<file path="config.mk">
export PLATFORM = sky130hd
export DESIGN_NAME = bmc_queue
export DESIGN_NICKNAME = d
export VERILOG_FILES = /design/src/design/bmc_pkg.sv /design/src/design/bmc_queue.sv
export VERILOG_INCLUDE_DIRS = /design/src /design/src/design
export SDC_FILE = /design/constraint.sdc
export NUM_CORES = 1
export LEC_CHECK = 0
export BUFFER_PORTS_ARGS = -buffer_cell sky130_fd_sc_hd__buf_2
export CAP_MARGIN = 20
export CORE_ASPECT_RATIO = 0.6
export CORE_MARGIN = 5
export CORE_UTILIZATION = 46
export DETAILED_ROUTE_END_ITERATION = 12
export PLACE_DENSITY = 0.74
export SYNTH_ARGS = -nofsm -noshare
export SYNTH_HDL_FRONTEND = slang
export SYNTH_SLANG_ARGS = --single-unit
export TNS_END_PERCENT = 10
</file>
<file path="constraint.sdc">
create_clock -name i_clk -period 1.7 [get_ports i_clk]
set_input_delay 0.17 -clock i_clk [delete_from_list [all_inputs] [get_ports i_clk]]
set_output_delay 0.17 -clock i_clk [all_outputs]
set_load 0.005 [all_outputs]
</file>
<file path="src/design/binary_matrix_canonicalizer_top_macros.svh">
// assertion macros for the canonicalizer, used by the queue module
`ifndef BINARY_MATRIX_CANONICALIZER_TOP_MACROS_SVH
`define BINARY_MATRIX_CANONICALIZER_TOP_MACROS_SVH

// same-cycle implication, sampled on i_clk, off during reset
`define BMC_ASSERT_NOW(lbl, ante, cons) \
    lbl: assert property (@(posedge i_clk) disable iff (!i_rst_n) (ante) |-> (cons)) \
        else $error("bmc assertion failed");

// next-cycle implication, sampled on i_clk, off during reset
`define BMC_ASSERT_NXT(lbl, ante, cons) \
    lbl: assert property (@(posedge i_clk) disable iff (!i_rst_n) (ante) |=> (cons)) \
        else $error("bmc assertion failed");

`endif

</file>
<file path="src/design/bmc_pkg.sv">
// shared types, widths and the column permutation table for the canonicalizer
package bmc_pkg;

    localparam int KEY_W = 32;
    localparam int SGL_W = 3;
    localparam int MAX_COLS = 4;
    localparam int COL_IDX_W = 2;

    typedef struct packed {
        logic [KEY_W-1:0] mat;
        logic [SGL_W-1:0] sgl;
    } t_item;

    function automatic int perm_count(input int ncol);
        int n;
        n = 1;
        for (int i = 2; i <= ncol; i++) n = n * i;
        return n;
    endfunction

    // column taken into output position pos by the idx-th permutation,
    // permutations listed in order of their packed two-bit digit codes
    function automatic logic [COL_IDX_W-1:0] perm_col(input int ncol, input int idx,
                                                     input int pos);
        int seen;
        int dig [MAX_COLS];
        bit ok;
        logic [COL_IDX_W-1:0] res;
        seen = 0;
        res = '0;
        for (int code = 0; code < (1 << (COL_IDX_W * ncol)); code++) begin
            ok = 1'b1;
            for (int o = 0; o < MAX_COLS; o++) begin
                dig[o] = (code >> (COL_IDX_W * o)) & ((1 << COL_IDX_W) - 1);
                if (o < ncol && dig[o] >= ncol) ok = 1'b0;
            end
            for (int a = 0; a < ncol; a++)
                for (int b = a + 1; b < ncol; b++)
                    if (dig[a] == dig[b]) ok = 1'b0;
            if (ok) begin
                if (seen == idx) res = COL_IDX_W'(dig[pos]);
                seen = seen + 1;
            end
        end
        return res;
    endfunction

endpackage

</file>
<file path="src/design/bmc_queue.sv">
// two-entry queue between the front stage and the permutation pipeline
module bmc_queue
    import bmc_pkg::*;
(
    input  logic  i_clk,
    input  logic  i_rst_n,
    input  logic  i_push,
    input  t_item i_item,
    output logic  o_ready,
    output logic  o_valid,
    output t_item o_item,
    input  logic  i_pop
);
    t_item       r_mem [2];
    logic        r_wp;
    logic        r_rp;
    logic [1:0]  r_count;
    logic        push;
    logic        pop;

    assign o_ready = (r_count != 2'd2);
    assign o_valid = (r_count != 2'd0);
    assign o_item  = r_mem[r_rp];
    assign push    = i_push && o_ready;
    assign pop     = i_pop && o_valid;

    always_ff @(posedge i_clk) begin
        if (!i_rst_n) begin
            r_wp    <= 1'b0;
            r_rp    <= 1'b0;
            r_count <= 2'd0;
        end else begin
            if (push) r_wp <= !r_wp;
            if (pop) r_rp <= !r_rp;
            r_count <= r_count + {1'b0, push} - {1'b0, pop};
        end
    end

    always_ff @(posedge i_clk) begin
        if (push) begin
            r_mem[r_wp] <= i_item;
        end
    end

    `include "binary_matrix_canonicalizer_top_macros.svh"

    `BMC_ASSERT_NOW(a_count_bound, 1'b1, r_count <= 2'd2)
    `BMC_ASSERT_NOW(a_ptr_match, r_count == 2'd0 || r_count == 2'd2, r_wp == r_rp)
    `BMC_ASSERT_NXT(a_fill_up, push && !pop, r_count == $past(r_count) + 2'd1)
endmodule

</file>
# After elaboration in Yosys (flattened, before gate mapping)
# Memory sizes are Yosys's and may differ from the RTL's. A register that Yosys moved wholly into a read port is not among the register bits.
# Cells that the tools add are included.
# word_totals
input_bits	39
memories	1
ramBits	70
ff_bits	4
elab_cells	16
output_inout_bits	37
# classes
addsub	2
mux	4
eq_ne	1
n_reduce_logical	5
# memory_table
name	depth	width	rd	rd_ports_with_merged_regs	write_ports	line_no	text
r_mem	2	35	1	1	1	bmc_queue.sv:14	t_item r_mem [2];
# ops
op	count
$mux W1	4
$add A2 B1 Y2	1
$logic_and A1 B1 Y1	2
$logic_not A1 Y1	2
$ne A2 B2 Y1 const B	1
$reduce_bool A2 Y1	1
$sub A2 B1 Y2	1

# Depth between registers and ports, before layout
# depth
ltp_word	4
mapped_depth	6

# Worst setup path before layout
# OpenSTA, ideal clock, no wires.
# synth_timing
kind	reg2reg
from	reg r_count[0]
to	mem r_mem[1][0] in the netlist's numbering, enable pin
path_slack_ps	-188
t_arrival_ps	1493
stages_incl_launch_ff	3
n_path_buf	0
synth_period_minus_slack_ps	1888
cell_sequence	dfxtp_1 > nand2b_1 > and3_1
# synth_between
elab_chain_cells	4
# synth_lines
element	line_no	text
start, declared	bmc_queue.sv:17	logic [1:0] r_count;
start signal, assigned	bmc_queue.sv:35	r_count <= r_count + {1'b0, push} - {1'b0, pop};
$ne A2 B2 Y1	bmc_queue.sv:21	assign o_ready = (r_count != 2'd2);
named net o_ready	bmc_queue.sv:9	output logic o_ready,
$logic_and A1 B1 Y1	bmc_queue.sv:24	assign push = i_push && o_ready;
$mux W1	bmc_queue.sv:40	if (push) begin
$mux W1 (not written as such)	bmc_queue.sv:41	r_mem[r_wp] <= i_item;
end, declared	bmc_queue.sv:14	
# The timed path passes the listed nets, and every way through them passes these cells.

==> results by group <==
Synthesis
  – Syn_nets: 179
  – Avg Synthesized Cell Area: 20.1 um^2
  – Post-synth cell types: 25
  – Post-synth ARST share: 0%
  – Area contributors post-synth: edfxtp_1 (75%), mux2_1 (14%), dfxtp_1 (3.6%), buf_4 (0.81%), nor2_1 (0.54%)
  – EDFF count, synth: 70
  – Flops & latches, synth: 75
  – Synth warn: 0
  – Most used DFF post-synth: edfxtp_1
  – Post-Synth Simple-Gate Area: 3.28%
  – Most common cell in the netlist: edfxtp_1
  – Commonest cells in the netlist: edfxtp_1 (70), mux2_1 (35), dfxtp_1 (5), nor2_1 (4), buf_4 (3)
  – XOR/XNOR Fraction of Synth Area: 0.314%
  – Register area share after synthesis: 79.0%
  – Post-Synthesis Cells: 139
  – Top-area cell type share of the netlist area: 75.4%
  – Synth Area in Adders: 0.449%
  – Yosys top cell by area: edfxtp_1
  – Synth Area in Compound Gates: 1.57%
  – Largest family of logic cells by synthesized area: multiplexers
  – Synthesized area: 0.00279 mm^2
  – Mux cell area share after synthesis: 14.1%

Timing
  – Final min period: 1.56 ns
  – Setup Skew: 0.00483 ns
  – Slew at the pin closest to its max-slew limit: 0.424 ns
  – Final hold viol count: 0
  – Pins Over Slew Limit: 0
  – Final setup viols: 0
  – Unrepaired setup endpoints after global routing: false
  – Rel. slew slack: 71.4%
  – Period Utilization, post-route: 91.6%
  – Setup ws final: 0.143 ns
  – Fmax: 0.642 GHz

Route
  – Wire per inst: 14.6 um
  – Via Count: 1,494
  – First-pass DRT Iterations: 4
  – Number of routed nets with antenna violations: 0
  – DRC: 0
  – Via/cell ratio: 4.70
  – Initial DRC count: 35
  – Post-Route WL: 4660 um

Floorplanning
  – Area of the core: 0.00600 mm^2
  – Num rows: 22
  – Die Wd: 111 um
  – Die Ht: 70.3 um
  – Initial core utilization: 46.5%
  – Die Area: 0.00777 mm^2
  – Top Ports: 76

Critical path
  – Worst Path Arrival: 1.39 ns
  – WP data required: 1.53 ns
  – CP Max Fanout: 25
  – Crit path kind: reg2out
  – Worst Setup Start Kind: register
  – Crit path capture type: output pin

Placement
  – DP HPWL: 3290 um
  – Post-place setup slack: 0.0916 ns
  – DP Area: 0.00335 mm^2
  – I/O Buffers: 75
  – GP Congestion: 0.785

Global routing
  – Largest net degree at the start of global routing: 26
  – First-pass GRT wire length: 7300 um
  – Initial antenna violation count: 0
  – Vias in the first global route: 1,523
  – GRT overflow: 0
  – GRT Total Usage: 12.3%

Power
  – Total power: 4830 uW
  – Internal: 3700 uW
  – Sequential Power Share: 47.7%
  – Switching Share: 23.3%
  – Clk pwr share: 33.5%
  – Combinational power share: 18.8%
  – Leak: 0.00139 uW
  – Switching power total: 1130 uW
  – Max VDD drop: 0.000790 V
  – PD cells: 1330 mW/mm^2

Layout
  – Final core utilization: 60.4%
  – Area grow syn2layout: 30.1%
  – Final Cell Area: 0.00363 mm^2
  – Ant diodes: 0
  – Layout cells sized above 1: 43.6%
  – Nets: 269

Clock network
  – Root Driver: clkbuf_8
  – CTS Sinks: 75
  – CTS max path bufs: 2
  – Clk pin slew, worst setup/hold paths: 0.08 ns
  – Clock H-tree levels: 3
  – CTS tree: yes
  – Worst-Skew Late Latency: 0.33 ns
  – Number of buffers created by CTS: 9
  – Post-CTS Setup Inserts: 0

Job
  – Max Cap Viol: 0

Min path
  – Hold crit path type: in2reg

Outcome
  – Status: finished, final reports clean
==> what timing repair did <==
item | 4_1_cts | 5_1_grt
setup endpoints to repair | 0 | 1
hold buffers | 0 | 2
hold endpoints to repair | 0 | 3
gates resized for setup | 0 | 2
==> metal layers <==
| layer | global-route usage, % | part of all wire [%] | vias to the layer above |
|---|---|---|---|
| li1 | - | - | 722 |
| met1 | 14.8 | 42 | 720 |
| met2 | 19.8 | 49 | 50 |
| met3 | 5.71 | 8.7 | 2 |
| met4 | 4.10 | 0.45 | 0 |
| met5 | 0 | 0 | - |
==> placed cells by master (no fill, tap or decap), drive strengths merged <==
master / count
clkinv: 1
dfxtp: 5
mux2: 35
nand3b: 1
nor4bb: 1
nor2b: 1
and3: 2
or2: 1
nor3: 1
clkbuf: 9
o21ba: 1
nor2: 4
ha: 1
a21bo: 1
bufinv: 3
dlygate4sd3: 2
nand2b: 1
xor2: 1
o31a: 1
clkinvlp: 1
a21oi: 1
nand3: 1
o21ai: 2
edfxtp: 70
buf: 81
nor4: 1
and2: 1
inv: 4
==> worst max-delay path, stage by stage (launching register included) <==
cell and delay (ns):
dfxtp_2 0.36, buf_12 0.19, mux2_1 0.36, buf_2 0.13
==> metrics by stage <==
| step | instances | hold WS [ns] | TNS, ns |
|---|---|---|---|
| final | 318 | 0.0241 | 0 |
| after global routing | 318 | 0.000407 | 0 |
| after CTS | 316 | 0.00432 | 0 |
| after detailed placement | 300 | 0.361 | 0 |
| after global placement | 300 | 0.357 | 0 |
| after floorplan | 139 | 0.269 | -2.12 |
==> area by class of cell <==
type	count	area, um^2
Multi-Input combinational cell	58	561
Tap cell	84	105
Sequential cell	75	2200
Fill cell	457	2370
Timing Repair Buffer	83	503
Clock inverter	7	124
Clock buffer	9	124
Inverter	2	7.51
==> power groups by stage <==
stage	combinational (uW)	clock [uW]	sequential, uW
floorplan	489	0	2320
global placement	910	0	2340
detailed placement	914	0	2350
CTS	920	1660	2300
global route	1010	1740	2320
finish	908	1610	2300
==> sequential cells by signal, indices dropped and copies added, names as in the netlist, named ones only <==
name     flops
r_wp         1
r_count      2
r_rp         1
r_mem       70
==> logic make-up (layout without fill, tap and decap cells) <==
family | count (synthesis) | count (layout)
buf+inv | 6 | 101
compound gates | 6 | 6
xor+xnor | 1 | 1
mux | 35 | 35
flops | 75 | 75
fa+ha+maj | 1 | 1
simple gates | 15 | 15
==> path summary, 6_finish.rpt <==
path              startpoint  depth (start not counted)  slack, ns            to
hold reg to reg         r_rp                          2       0.53          r_rp
setup reg to reg  r_count[1]                          6       0.15    r_count[1]
hold / removal    i_item[26]                          1       0.02  r_mem[1][26]
setup / recovery    register                          3       0.14    o_item[32]
No activity file was read; power rests on OpenSTA's default activity.
