**src/design/binary_matrix_canonicalizer_top_macros.svh**
```systemverilog
// assertion macros for the canonicalizer, used by the queue module
`ifndef BINARY_MATRIX_CANONICALIZER_TOP_MACROS_SVH
`define BINARY_MATRIX_CANONICALIZER_TOP_MACROS_SVH

// same-cycle implication, sampled on i_clk, off during reset
`define BMC_ASSERT_NOW(lbl, ante, cons) \
    lbl: assert property (@(posedge i_clk) disable iff (!i_rst_n) (ante) |-> (cons)) \
        else $error("bmc assertion failed");

// next-cycle implication, sampled on i_clk, off during reset
`define BMC_ASSERT_NXT(lbl, ante, cons) \
    lbl: assert property (@(posedge i_clk) disable iff (!i_rst_n) (ante) |=> (cons)) \
        else $error("bmc assertion failed");

`endif

```
**src/design/bmc_pkg.sv**
```systemverilog
// shared types, widths and the column permutation table for the canonicalizer
package bmc_pkg;

    localparam int KEY_W = 32;
    localparam int SGL_W = 3;
    localparam int MAX_COLS = 4;
    localparam int COL_IDX_W = 2;

    typedef struct packed {
        logic [KEY_W-1:0] mat;
        logic [SGL_W-1:0] sgl;
    } t_item;

    function automatic int perm_count(input int ncol);
        int n;
        n = 1;
        for (int i = 2; i <= ncol; i++) n = n * i;
        return n;
    endfunction

    // column taken into output position pos by the idx-th permutation,
    // permutations listed in order of their packed two-bit digit codes
    function automatic logic [COL_IDX_W-1:0] perm_col(input int ncol, input int idx,
                                                     input int pos);
        int seen;
        int dig [MAX_COLS];
        bit ok;
        logic [COL_IDX_W-1:0] res;
        seen = 0;
        res = '0;
        for (int code = 0; code < (1 << (COL_IDX_W * ncol)); code++) begin
            ok = 1'b1;
            for (int o = 0; o < MAX_COLS; o++) begin
                dig[o] = (code >> (COL_IDX_W * o)) & ((1 << COL_IDX_W) - 1);
                if (o < ncol && dig[o] >= ncol) ok = 1'b0;
            end
            for (int a = 0; a < ncol; a++)
                for (int b = a + 1; b < ncol; b++)
                    if (dig[a] == dig[b]) ok = 1'b0;
            if (ok) begin
                if (seen == idx) res = COL_IDX_W'(dig[pos]);
                seen = seen + 1;
            end
        end
        return res;
    endfunction

endpackage

```
**src/design/bmc_ifs.sv**
```systemverilog
// valid/ready channel interfaces for the key beats and the result beats
interface bmc_in_if;
    import bmc_pkg::*;
    logic             valid;
    logic             ready;
    logic             func;
    logic [KEY_W-1:0] key;
    logic             complement;
    modport source (output valid, func, key, complement, input ready);
    modport sink (input valid, func, key, complement, output ready);
endinterface


```
**src/design/bmc_front.sv**
```systemverilog
// front stage: complement, then sparse column stripping and singleton count when func is set
module bmc_front
    import bmc_pkg::*;
#(
    parameter int ROW_COUNT = 8,
    parameter int COLUMN_COUNT = 4
) (
    input  logic         i_clk,
    input  logic         i_rst_n,
    bmc_in_if.sink       i_in,
    output logic         o_valid,
    output t_item        o_item,
    input  logic         i_ready
);
    localparam int USED_W = ROW_COUNT * COLUMN_COUNT;

    logic              r_valid;
    t_item             r_item;
    t_item             n_item;
    logic [USED_W-1:0] mat;
    logic [SGL_W-1:0]  sgl;
    logic              seen;
    logic              multi;

    assign i_in.ready = !r_valid || i_ready;

    always_comb begin
        mat = i_in.key[USED_W-1:0] ^ {USED_W{i_in.complement}};
        sgl = '0;
        seen = 1'b0;
        multi = 1'b0;
        if (i_in.func) begin
            for (int c = 0; c < COLUMN_COUNT; c++) begin
                seen = 1'b0;
                multi = 1'b0;
                for (int r = 0; r < ROW_COUNT; r++) begin
                    if (mat[r * COLUMN_COUNT + c]) begin
                        multi = multi | seen;
                        seen = 1'b1;
                    end
                end
                // a column with at most one set bit is cleared
                if (!multi) begin
                    if (seen) sgl = sgl + SGL_W'(1);
                    for (int r = 0; r < ROW_COUNT; r++) mat[r * COLUMN_COUNT + c] = 1'b0;
                end
            end
        end
        n_item.mat = KEY_W'(mat);
        n_item.sgl = sgl;
    end

    always_ff @(posedge i_clk) begin
        if (!i_rst_n) begin
            r_valid <= 1'b0;
        end else if (i_in.ready) begin
            r_valid <= i_in.valid;
        end
    end

    always_ff @(posedge i_clk) begin
        if (i_in.ready && i_in.valid) begin
            r_item <= n_item;
        end
    end

    assign o_valid = r_valid;
    assign o_item  = r_item;
endmodule

```
**src/flat_wrapper.sv**
```systemverilog
// flat-port wrapper written by rule: the top's interface ports become plain ports
module bmc_front_flat import bmc_pkg::*;
#(
    parameter int ROW_COUNT = 8,
    parameter int COLUMN_COUNT = 4
)
  (i_clk, i_rst_n, o_valid, o_item, i_ready, i_in_valid, i_in_func, i_in_key, i_in_complement, i_in_ready);
  bmc_in_if i_in_i ();
  input  logic i_clk;
  input  logic i_rst_n;
  output logic o_valid;
  output t_item o_item;
  input  logic i_ready;
  input wire logic [$bits(i_in_i.valid)-1:0] i_in_valid;
  input wire logic [$bits(i_in_i.func)-1:0] i_in_func;
  input wire logic [$bits(i_in_i.key)-1:0] i_in_key;
  input wire logic [$bits(i_in_i.complement)-1:0] i_in_complement;
  output wire logic [$bits(i_in_i.ready)-1:0] i_in_ready;
  assign i_in_i.valid = i_in_valid;
  assign i_in_i.func = i_in_func;
  assign i_in_i.key = i_in_key;
  assign i_in_i.complement = i_in_complement;
  assign i_in_ready = i_in_i.ready;
  bmc_front #(.ROW_COUNT(ROW_COUNT), .COLUMN_COUNT(COLUMN_COUNT)) u_core (.i_clk(i_clk), .i_rst_n(i_rst_n), .i_in(i_in_i), .o_valid(o_valid), .o_item(o_item), .i_ready(i_ready));
endmodule
```
**config.mk**
```make
export PLATFORM = sky130hd
export DESIGN_NAME = bmc_front_flat
export DESIGN_NICKNAME = d
export VERILOG_FILES = /design/src/design/binary_matrix_canonicalizer_top_macros.svh /design/src/design/bmc_pkg.sv /design/src/design/bmc_ifs.sv /design/src/design/bmc_front.sv /design/src/flat_wrapper.sv
export SDC_FILE = /design/constraint.sdc
export NUM_CORES = 1
export LEC_CHECK = 0
export BUFFER_PORTS_ARGS = -buffer_cell sky130_fd_sc_hd__buf_2
export CAP_MARGIN = 20
export CELL_PAD_IN_SITES_DETAIL_PLACEMENT = 0
export CELL_PAD_IN_SITES_GLOBAL_PLACEMENT = 1
export CORE_MARGIN = 1.5
export CORE_UTILIZATION = 40
export CTS_BUF_LIST = sky130_fd_sc_hd__clkbuf_16
export DETAILED_ROUTE_END_ITERATION = 10
export HOLD_SLACK_MARGIN = 0.02
export PLACE_DENSITY = 0.79
export SETUP_SLACK_MARGIN = 0.2
export SLEW_MARGIN = 40
export SYNTH_ARGS = -nofsm -noshare
export SYNTH_HDL_FRONTEND = slang
export SYNTH_SLANG_ARGS = --single-unit
```
**constraint.sdc**
```tcl
create_clock -name i_clk -period 4.35 [get_ports i_clk]
set_input_delay 0 -clock i_clk [delete_from_list [all_inputs] [get_ports i_clk]]
set_output_delay 0 -clock i_clk [all_outputs]
set_load 0.1 [all_outputs]
```
* Word level (Yosys, flattened, before mapping) *
Index checks and enable logic that the tools add are counted.
Widths: inputs -> output; s select.

operators by class
  add/sub/neg operators = 3
  mux-type cells = 165
  bitwise operators = 29
  reduce and logical (&&, ||, !) cells = 3

operators with widths
  kind                 count
  $mux 1               154
  $mux 32              1
  $xor 32x32->32       1
  $mux 3               10
  $or 1x1->1           28
  $add 3x1->3 const B  3
  $logic_and 1x1->1    1
  $logic_not 1->1      1
  $logic_or 1x1->1     1

word-level totals
  flip-flop bits (word level) = 36
  output and inout bits = 37

* Logic depth before layout (Yosys ltp) *
Gate-level depths: netlist of the first run.

  depth in word-level cells = 37
  mapped depth = 15
  mapped depth without buffers = 13

* Worst setup path before layout of the first run *
Ideal clock, no wire load.

  path type = input -> register
  start = input port i_in_key[0]
  end = register u_core.r_item (netlist bit u_core.o_item[1]) (data pin)
  setup time = 0.256 ns
  arrival = 2.760 ns
  path slack = 1.334 ns
  stages on the path = 14
  buffers on the path = 2
  cell sequence = clkbuf_1 -> nor4_1 -> a2bb2o_2 -> buf_2 -> a211oi_1 -> a211oi_2 -> ha_1 -> mux2i_2 -> inv_1 -> ha_1 -> mux2_1 -> ha_1 -> or2b_1 -> o211a_1

between the ends
  word-level cells in the longest chain between the ends = 37

ends and longest elaborated chain
  what                  line                source
  start, declared       flat_wrapper.sv:16  input wire logic [$bits(i_in_i.key)-1:0] i_in_key;
  $xor 32x32->32 *      bmc_front.sv:28     mat = i_in.key[USED_W-1:0] ^ {USED_W{i_in.complement}};
  $mux 1 *              bmc_front.sv:37     if (mat[r * COLUMN_COUNT + c]) begin
  $mux 1 *              bmc_front.sv:32     if (i_in.func) begin
  $or 1x1->1            bmc_front.sv:38     multi = multi | seen;
  $mux 1                bmc_front.sv:37
  $mux 1                bmc_front.sv:32
  $or 1x1->1            bmc_front.sv:38
  $mux 1                bmc_front.sv:37
  [21 not listed]       n/a
  $mux 3 *              bmc_front.sv:32
  $add 3x1->3           bmc_front.sv:44     if (seen) sgl = sgl + SGL_W'(1);
  $mux 3                bmc_front.sv:44
  $mux 3 *              bmc_front.sv:43     if (!multi) begin
  $mux 3 *              bmc_front.sv:32
  $add 3x1->3           bmc_front.sv:44
  $mux 3                bmc_front.sv:44
  $mux 3 *              bmc_front.sv:43
  end signal, assigned  bmc_front.sv:63     r_item <= n_item;
  end, declared         bmc_front.sv:18     t_item r_item;

Every way passes the cells marked *; elsewhere a longest branch is shown, timed or not. The select of a mux whose other input is x is not followed.
A chain may end at the register's enable or synchronous reset.

* Worst setup path after layout of the first run *
  start = input port i_in_complement
  end = register u_core.r_item (netlist bit u_core.o_item[1]) (data pin)

between the ends
  word-level cells in the longest chain between the ends = 37

ends and longest elaborated chain
  what              line                source
  start, declared   flat_wrapper.sv:17  input wire logic [$bits(i_in_i.complement)-1:0] i_in_complement;
  $xor 32x32->32 *  bmc_front.sv:28
  $mux 1            bmc_front.sv:37
  $mux 1            bmc_front.sv:32
  $or 1x1->1        bmc_front.sv:38
  $mux 1            bmc_front.sv:37
  $mux 1            bmc_front.sv:32
  $or 1x1->1        bmc_front.sv:38
  $mux 1            bmc_front.sv:37
  [21 not listed]   n/a
  $mux 3            bmc_front.sv:32
  $add 3x1->3       bmc_front.sv:44
  $mux 3            bmc_front.sv:44
  $mux 3            bmc_front.sv:43
  $mux 3            bmc_front.sv:32
  $add 3x1->3       bmc_front.sv:44
  $mux 3            bmc_front.sv:44
  $mux 3 *          bmc_front.sv:43

Marked as above.

==> results of run 1 <==
## worst max-delay path: stages
cell      delay, ns
buf_2          0.41
nor2_1         0.09
a2bb2o_2       0.33
a211oi_1       0.26
a211oi_2       0.10
ha_1           0.32
mux2i_2        0.26
inv_1          0.08
ha_1           0.27
mux2_1         0.32
ha_1           0.29
or2b_1         0.22
o211a_1        0.12
## worst min-delay path by stage
stage | end | slack, ns | cells past startpoint
finish | u_core.o_item[2] | 0.09 | 2
global route | u_core.o_item[28] | 0.10 | 3
CTS | u_core.o_item[2] | 0.09 | 2
detailed placement | u_core.o_valid | 0.27 | 2
global placement | u_core.o_valid | 0.26 | 3
floorplan | u_core.o_valid | 0.14 | 2
## power by group through the flow
stage	Clock [mW]	Sequential (mW)	Combinational, mW
2_1_floorplan	0	0.639	0.129
3_3_place_gp	0	0.432	0.396
3_5_place_dp	0	0.432	0.399
4_1_cts	0.342	0.426	0.402
5_1_grt	0.357	0.427	0.422
6_report	0.330	0.425	0.399
## synthesized netlist by cell type, types with 3 or more instances
| cell type | instances |
|---|---|
| a2111oi_0 | 3 |
| a211oi_2 | 3 |
| a221oi_1 | 3 |
| a221oi_2 | 3 |
| a31oi_1 | 3 |
| and2_1 | 5 |
| buf_2 | 8 |
| buf_6 | 5 |
| clkbuf_1 | 8 |
| edfxtp_1 | 35 |
| ha_1 | 3 |
| inv_1 | 13 |
| maj3_1 | 5 |
| maj3_2 | 5 |
| nand2_1 | 13 |
| nand2b_1 | 3 |
| nand3_1 | 5 |
| nand4_1 | 6 |
| nor2_1 | 45 |
| nor3_1 | 5 |
| nor4_1 | 3 |
| xnor2_1 | 33 |
| xor2_1 | 5 |
## flip-flops by register name (all words and copies together) (netlist names)
name / flops
u_core.o_item: 35
u_core.o_valid: 1
## layout make-up
class                           instances  share of cell area, %
Tap cell                               77                   3.08
Timing Repair Buffer                   78                   12.9
Inverter                               13                   1.56
Clock inverter                          3                  0.440
Clock buffer                            5                   4.00
Multi-Input combinational cell        185                   43.8
Sequential cell                        36                   34.2
## routing by layer
layer  wire length [µm]  vias to the layer above  part of all wire [%]
met2               2460                       53                    48
li1                   -                     1051                     -
met1               2380                      956                    47
met5                  0                        -                     0
met3                237                        2                   4.6
met4                 36                        0                  0.70
## layout by cell type, fill, tap and decap left out, drive strengths merged, types with 3 or more instances in the layout
| cell | n |
|---|---|
| xor2 | 5 |
| nand3 | 5 |
| xnor2 | 33 |
| maj3 | 10 |
| and2 | 5 |
| nand2b | 3 |
| inv | 13 |
| clkinv | 3 |
| ha | 3 |
| nand4 | 6 |
| nor2 | 45 |
| a2bb2o | 3 |
| nor3 | 5 |
| a221oi | 6 |
| buf | 76 |
| a31oi | 3 |
| a2111oi | 6 |
| nor4 | 4 |
| clkbuf | 5 |
| edfxtp | 35 |
| nand2 | 13 |
| a211oi | 6 |
## cells by family after synthesis
logic type      count (synthesis)  synth area share [%]
buf+inv                        36                  7.23
fa+ha+maj                      13                  5.47
xor+xnor                       38                  12.6
compound gates                 41                  16.8
simple gates                   90                  15.8
mux                             3                  1.33
flops                          36                  40.7
## through the flow
| stage | utilization, % | std cells | setup WS (ns) |
|---|---|---|---|
| 4_1_cts | 49.3 | 397 | 1.31 |
| 3_5_place_dp | 46.8 | 387 | 1.02 |
| 6_report | 49.3 | 397 | 1.32 |
| 5_1_grt | 49.3 | 397 | 1.10 |
| 3_3_place_gp | 46.8 | 387 | 1.11 |
| 2_1_floorplan | - | 257 | 1.33 |
## timing repair
item,CTS,global route
setup buffers,0,0
hold endpoints to repair,1,0
hold buffers,2,0
==> metrics, run 1 <==
sequential share of power 36.8%; Skew-Pair Late Insertion Delay around 0.27 ns; Max-cap violations 0; Area Growth Syn to Fin 19.0%; Nets 360; Clock H-tree levels 2; worst endpoint required time between 4 and 5 ns; Port Buf Inserts 74; max-slew violations 0; io pins 75; post-route ant nets 0; Crit Path Max Fanout 23; Static Leak between 1 and 1.5 nW; area of the multi-input gates around 1400 µm²; M2 GR Usage ~26%; status complete, no violations; Reg area between 1000 and 1500 µm²; Worst Hold Class input pin to flop; RSZ-0062 raised after global routing no; total power 1.15 mW; die area just over 7000 µm²; Worst-path clk slew roughly 0.060 ns; final WL 5.11 mm; Reg-to-Reg Start u_core.o_valid; Core Region about 6300 µm²; setup_tns 0 ns; share of the synthesized area in the top cell type 39.9%; diode count 0; Synth async-reset ratio 0%; Power Internal 0.714 mW; number of remaining DRC errors 0; initial antenna violation count 0; Setup crit start kind input pin; total CTS buffers 5; placed cell area between 2000 and 3000 µm²; Critical Path Sink u_core.o_item[1]; sequential share of the synthesized area 40.7%; Final period util 69.6%; Fin. Hold Viols 0; combinational power share between 30 and 40%; RePlAce Congestion approximately 0.76; Critical Path End Type flop; first-pass GRT wire length about 8.4 mm; Most used DFF post-synth edfxtp_1; Worst slew margin a little over three fifths; P_sw between 0.4 and 0.5 mW; Cell variety after synth 50; Worst VDD drop around 0.00022 V; synthesized area ~2600 µm²; via-per-instance ratio between 5 and 6; Wirelength per Cell roughly 13 µm; syn_nets approximately 300; hpwl dp around 3.8 mm; #FFs+latches synth 36; Ys Warns 0; critical path arrival roughly 3.1 ns; synth top area cells edfxtp_1 (40%), xnor2_1 (11%), nor2_1 (6.4%); Fmax 330 MHz; post-cts sizing count 0; Post-synth EDFFs 35; Max clock buf depth 2; Syn Area/Cell 10.2 µm²; Mapped Cells ~260; Critical R2R Capture u_core.o_item[32]; clock share of power 28.6%; Yosys top cell by area edfxtp_1; vias 2062; GR Util met1 between 10% and 20%; grt peak-use layer met2; root buf cell clkbuf_16; num rows 29; GR Layer Usage met3 3.36%; gr ovfl total 0; post-layout min period 3.03 ns; chip width between 80 and 90 µm; layout cells sized above 1 between 30 and 40%; WS Path Type input pin to flop; # setup viols final 0; largest net degree at the start of global routing 37; CP startpoint i_in_complement; CTS tree yes; Setup Skew between 0.005 and 0.006 ns; Worst Reg-to-Reg Cells 3; Power Density between 300 and 400 nW/µm²; Final Cell Area around 3100 µm²; Fin Hold WS 0.0918 ns; First DRT Iteration DRCs ~80; Sw Ratio 38.1%; HP Start i_in_func; gr usage total 14.6%; vias in the first global route between 1.5k and 2k; First-pass DRT Iterations 4; FILL cells 603; worst slew pin tran about 0.56 ns; Initial Util ~41%; CTS sink cnt 36; Die Height 84.1 µm; r2r setup slk between 3 and 4 ns
No activity file was read; power rests on OpenSTA's default activity.
==> run 2, diff against run 1 <==
Clock period 4.35 ns to 2.8 ns, I/O delays scaled along.
==> metrics, run 2 (same netlist as run 1, synthesis figures left out) <==
post-route ant nets 0; first-pass GRT wire length a little under 9 mm; critical path arrival 2.59 ns; Area Growth Syn to Fin 28.6%; status complete, no violations; DP Worst Slack -0.130 ns; sequential share of power 36.1%; total power roughly 1.8 mW; FILL cells 550; post-layout min period around 2.6 ns; Skew-Pair Late Insertion Delay 0.28 ns; Power Internal 1.13 mW; First DRT Iteration DRCs 86; Sw Ratio a little under two fifths; num rows 29; combinational power share a little over a third; Wirelength per Cell between 10 and 15 µm; Cells on Worst Hold Path 2; Port Buf Inserts 74; CTS sink cnt 36; vias in the first global route approximately 1.9k; commonest non-fill, non-tap cells in the layout buf_2 (73), nor2_1 (45), edfxtp_1 (35); Power Density 541 nW/µm²; chip width between 80 and 90 µm; RePlAce Congestion between 0.8 and 0.9; Worst Reg-to-Reg Cells 3; via-per-instance ratio 5.08; Worst VDD drop around 0.00034 V; CTS tree yes; number of remaining DRC errors 0; setup_tns 0 ns; total CTS buffers 5; First-pass DRT Iterations 4; max-slew violations 0; largest net degree at the start of global routing 36; diode count 0; Worst Hold Class input pin to flop; Worst-path clk slew approximately 0.050 ns; Die Height between 80 and 90 µm; WS Path Type input pin to flop; Worst slew margin 61.9%; area of the multi-input gates ~1400 µm²; Crit Path Max Fanout 3; Fin Hold WS about 0.1 ns; most common cell after layout, fill and taps aside buf_2; max FFs per register 35; worst slew pin tran 0.571 ns; Nets 383; Fmax 390 MHz; final WL ~5.5 mm; Reg area 1070 µm²; hpwl dp 4.06 mm; Clock H-tree levels 2; clock share of power 27.9%; vias 2128; Setup crit start kind input pin; fin util approximately 53%; final worst slack between 0.2 and 0.25 ns; root buf cell clkbuf_16; RSZ-0062 raised after global routing yes; worst endpoint required time between 2 and 3 ns; gr usage total around 15%; Core Region roughly 6300 µm²; Max clock buf depth 2; gr ovfl total 0; Max-cap violations 0; io pins 75; initial antenna violation count 0; Static Leak roughly 1.4 nW; layout cells sized above 1 between 30% and 40%; Initial Util roughly two fifths; Fin. Hold Viols 0; P_sw roughly 0.70 mW; Final period util between 90% and 100%; # setup viols final 0; Setup Skew between 0.004 and 0.005 ns; Critical Path End Type flop; die area approximately 7000 µm²
[run 2: per-stage QoR]
step | cells | cell area (µm²)
5_1_grt | 419 | 3380
6_report | 419 | 3380
2_1_floorplan | 257 | 2720
3_3_place_gp | 409 | 3200
4_1_cts | 418 | 3360
3_5_place_dp | 409 | 3200
[run 2: timing repair]
| action | in CTS | in global routing |
|---|---|---|
| endpoints found under the hold margin | 1 | 0 |
| pin swaps | 1 | 2 |
| resized for setup | 2 | 2 |
| hold buffers | 2 | 0 |
| setup buffers | 0 | 1 |
| endpoints found under the setup margin | 1 | 1 |
[run 2: path summary, 6_finish.rpt]
path                            end  slack [ns]            from
setup / recovery   u_core.o_item[1]        0.24     i_in_key[1]
hold / removal     u_core.o_item[0]         0.1       i_in_func
setup reg to reg  u_core.o_item[22]        1.54  u_core.o_valid
hold reg to reg   u_core.o_item[30]        1.03  u_core.o_valid
[run 2: worst max-delay path, stage by stage]
cell	delay, ns
buf_2	0.11
or3_1	0.45
nor4_4	0.20
o21ai_0	0.18
ha_1	0.33
mux2i_2	0.18
inv_1	0.06
ha_1	0.29
mux2_4	0.28
ha_4	0.20
or2b_1	0.21
o211a_1	0.10
[run 2: cell type report]
class | count | area share (%)
Timing Repair Buffer | 101 | 17.3
Tap cell | 77 | 2.85
Clock inverter | 2 | 0.259
Sequential cell | 36 | 31.7
Inverter | 13 | 1.44
Clock buffer | 5 | 3.70
Multi-Input combinational cell | 185 | 42.8
[run 2: routing by layer]
layer	global-route usage, %	vias up	wire [µm]
met5	0	-	0
met4	4.02	0	65
met3	3.07	6	244
met2	25.6	48	2630
met1	19.8	983	2530
li1	-	1091	-
[run 2: power groups by stage]
stage | logic (mW) | registers (mW) | clock network [mW]
floorplan | 0.212 | 0.993 | 0
global placement | 0.647 | 0.671 | 0
detailed placement | 0.654 | 0.672 | 0
CTS | 0.659 | 0.661 | 0.531
global route | 0.695 | 0.665 | 0.544
finish | 0.659 | 0.661 | 0.512
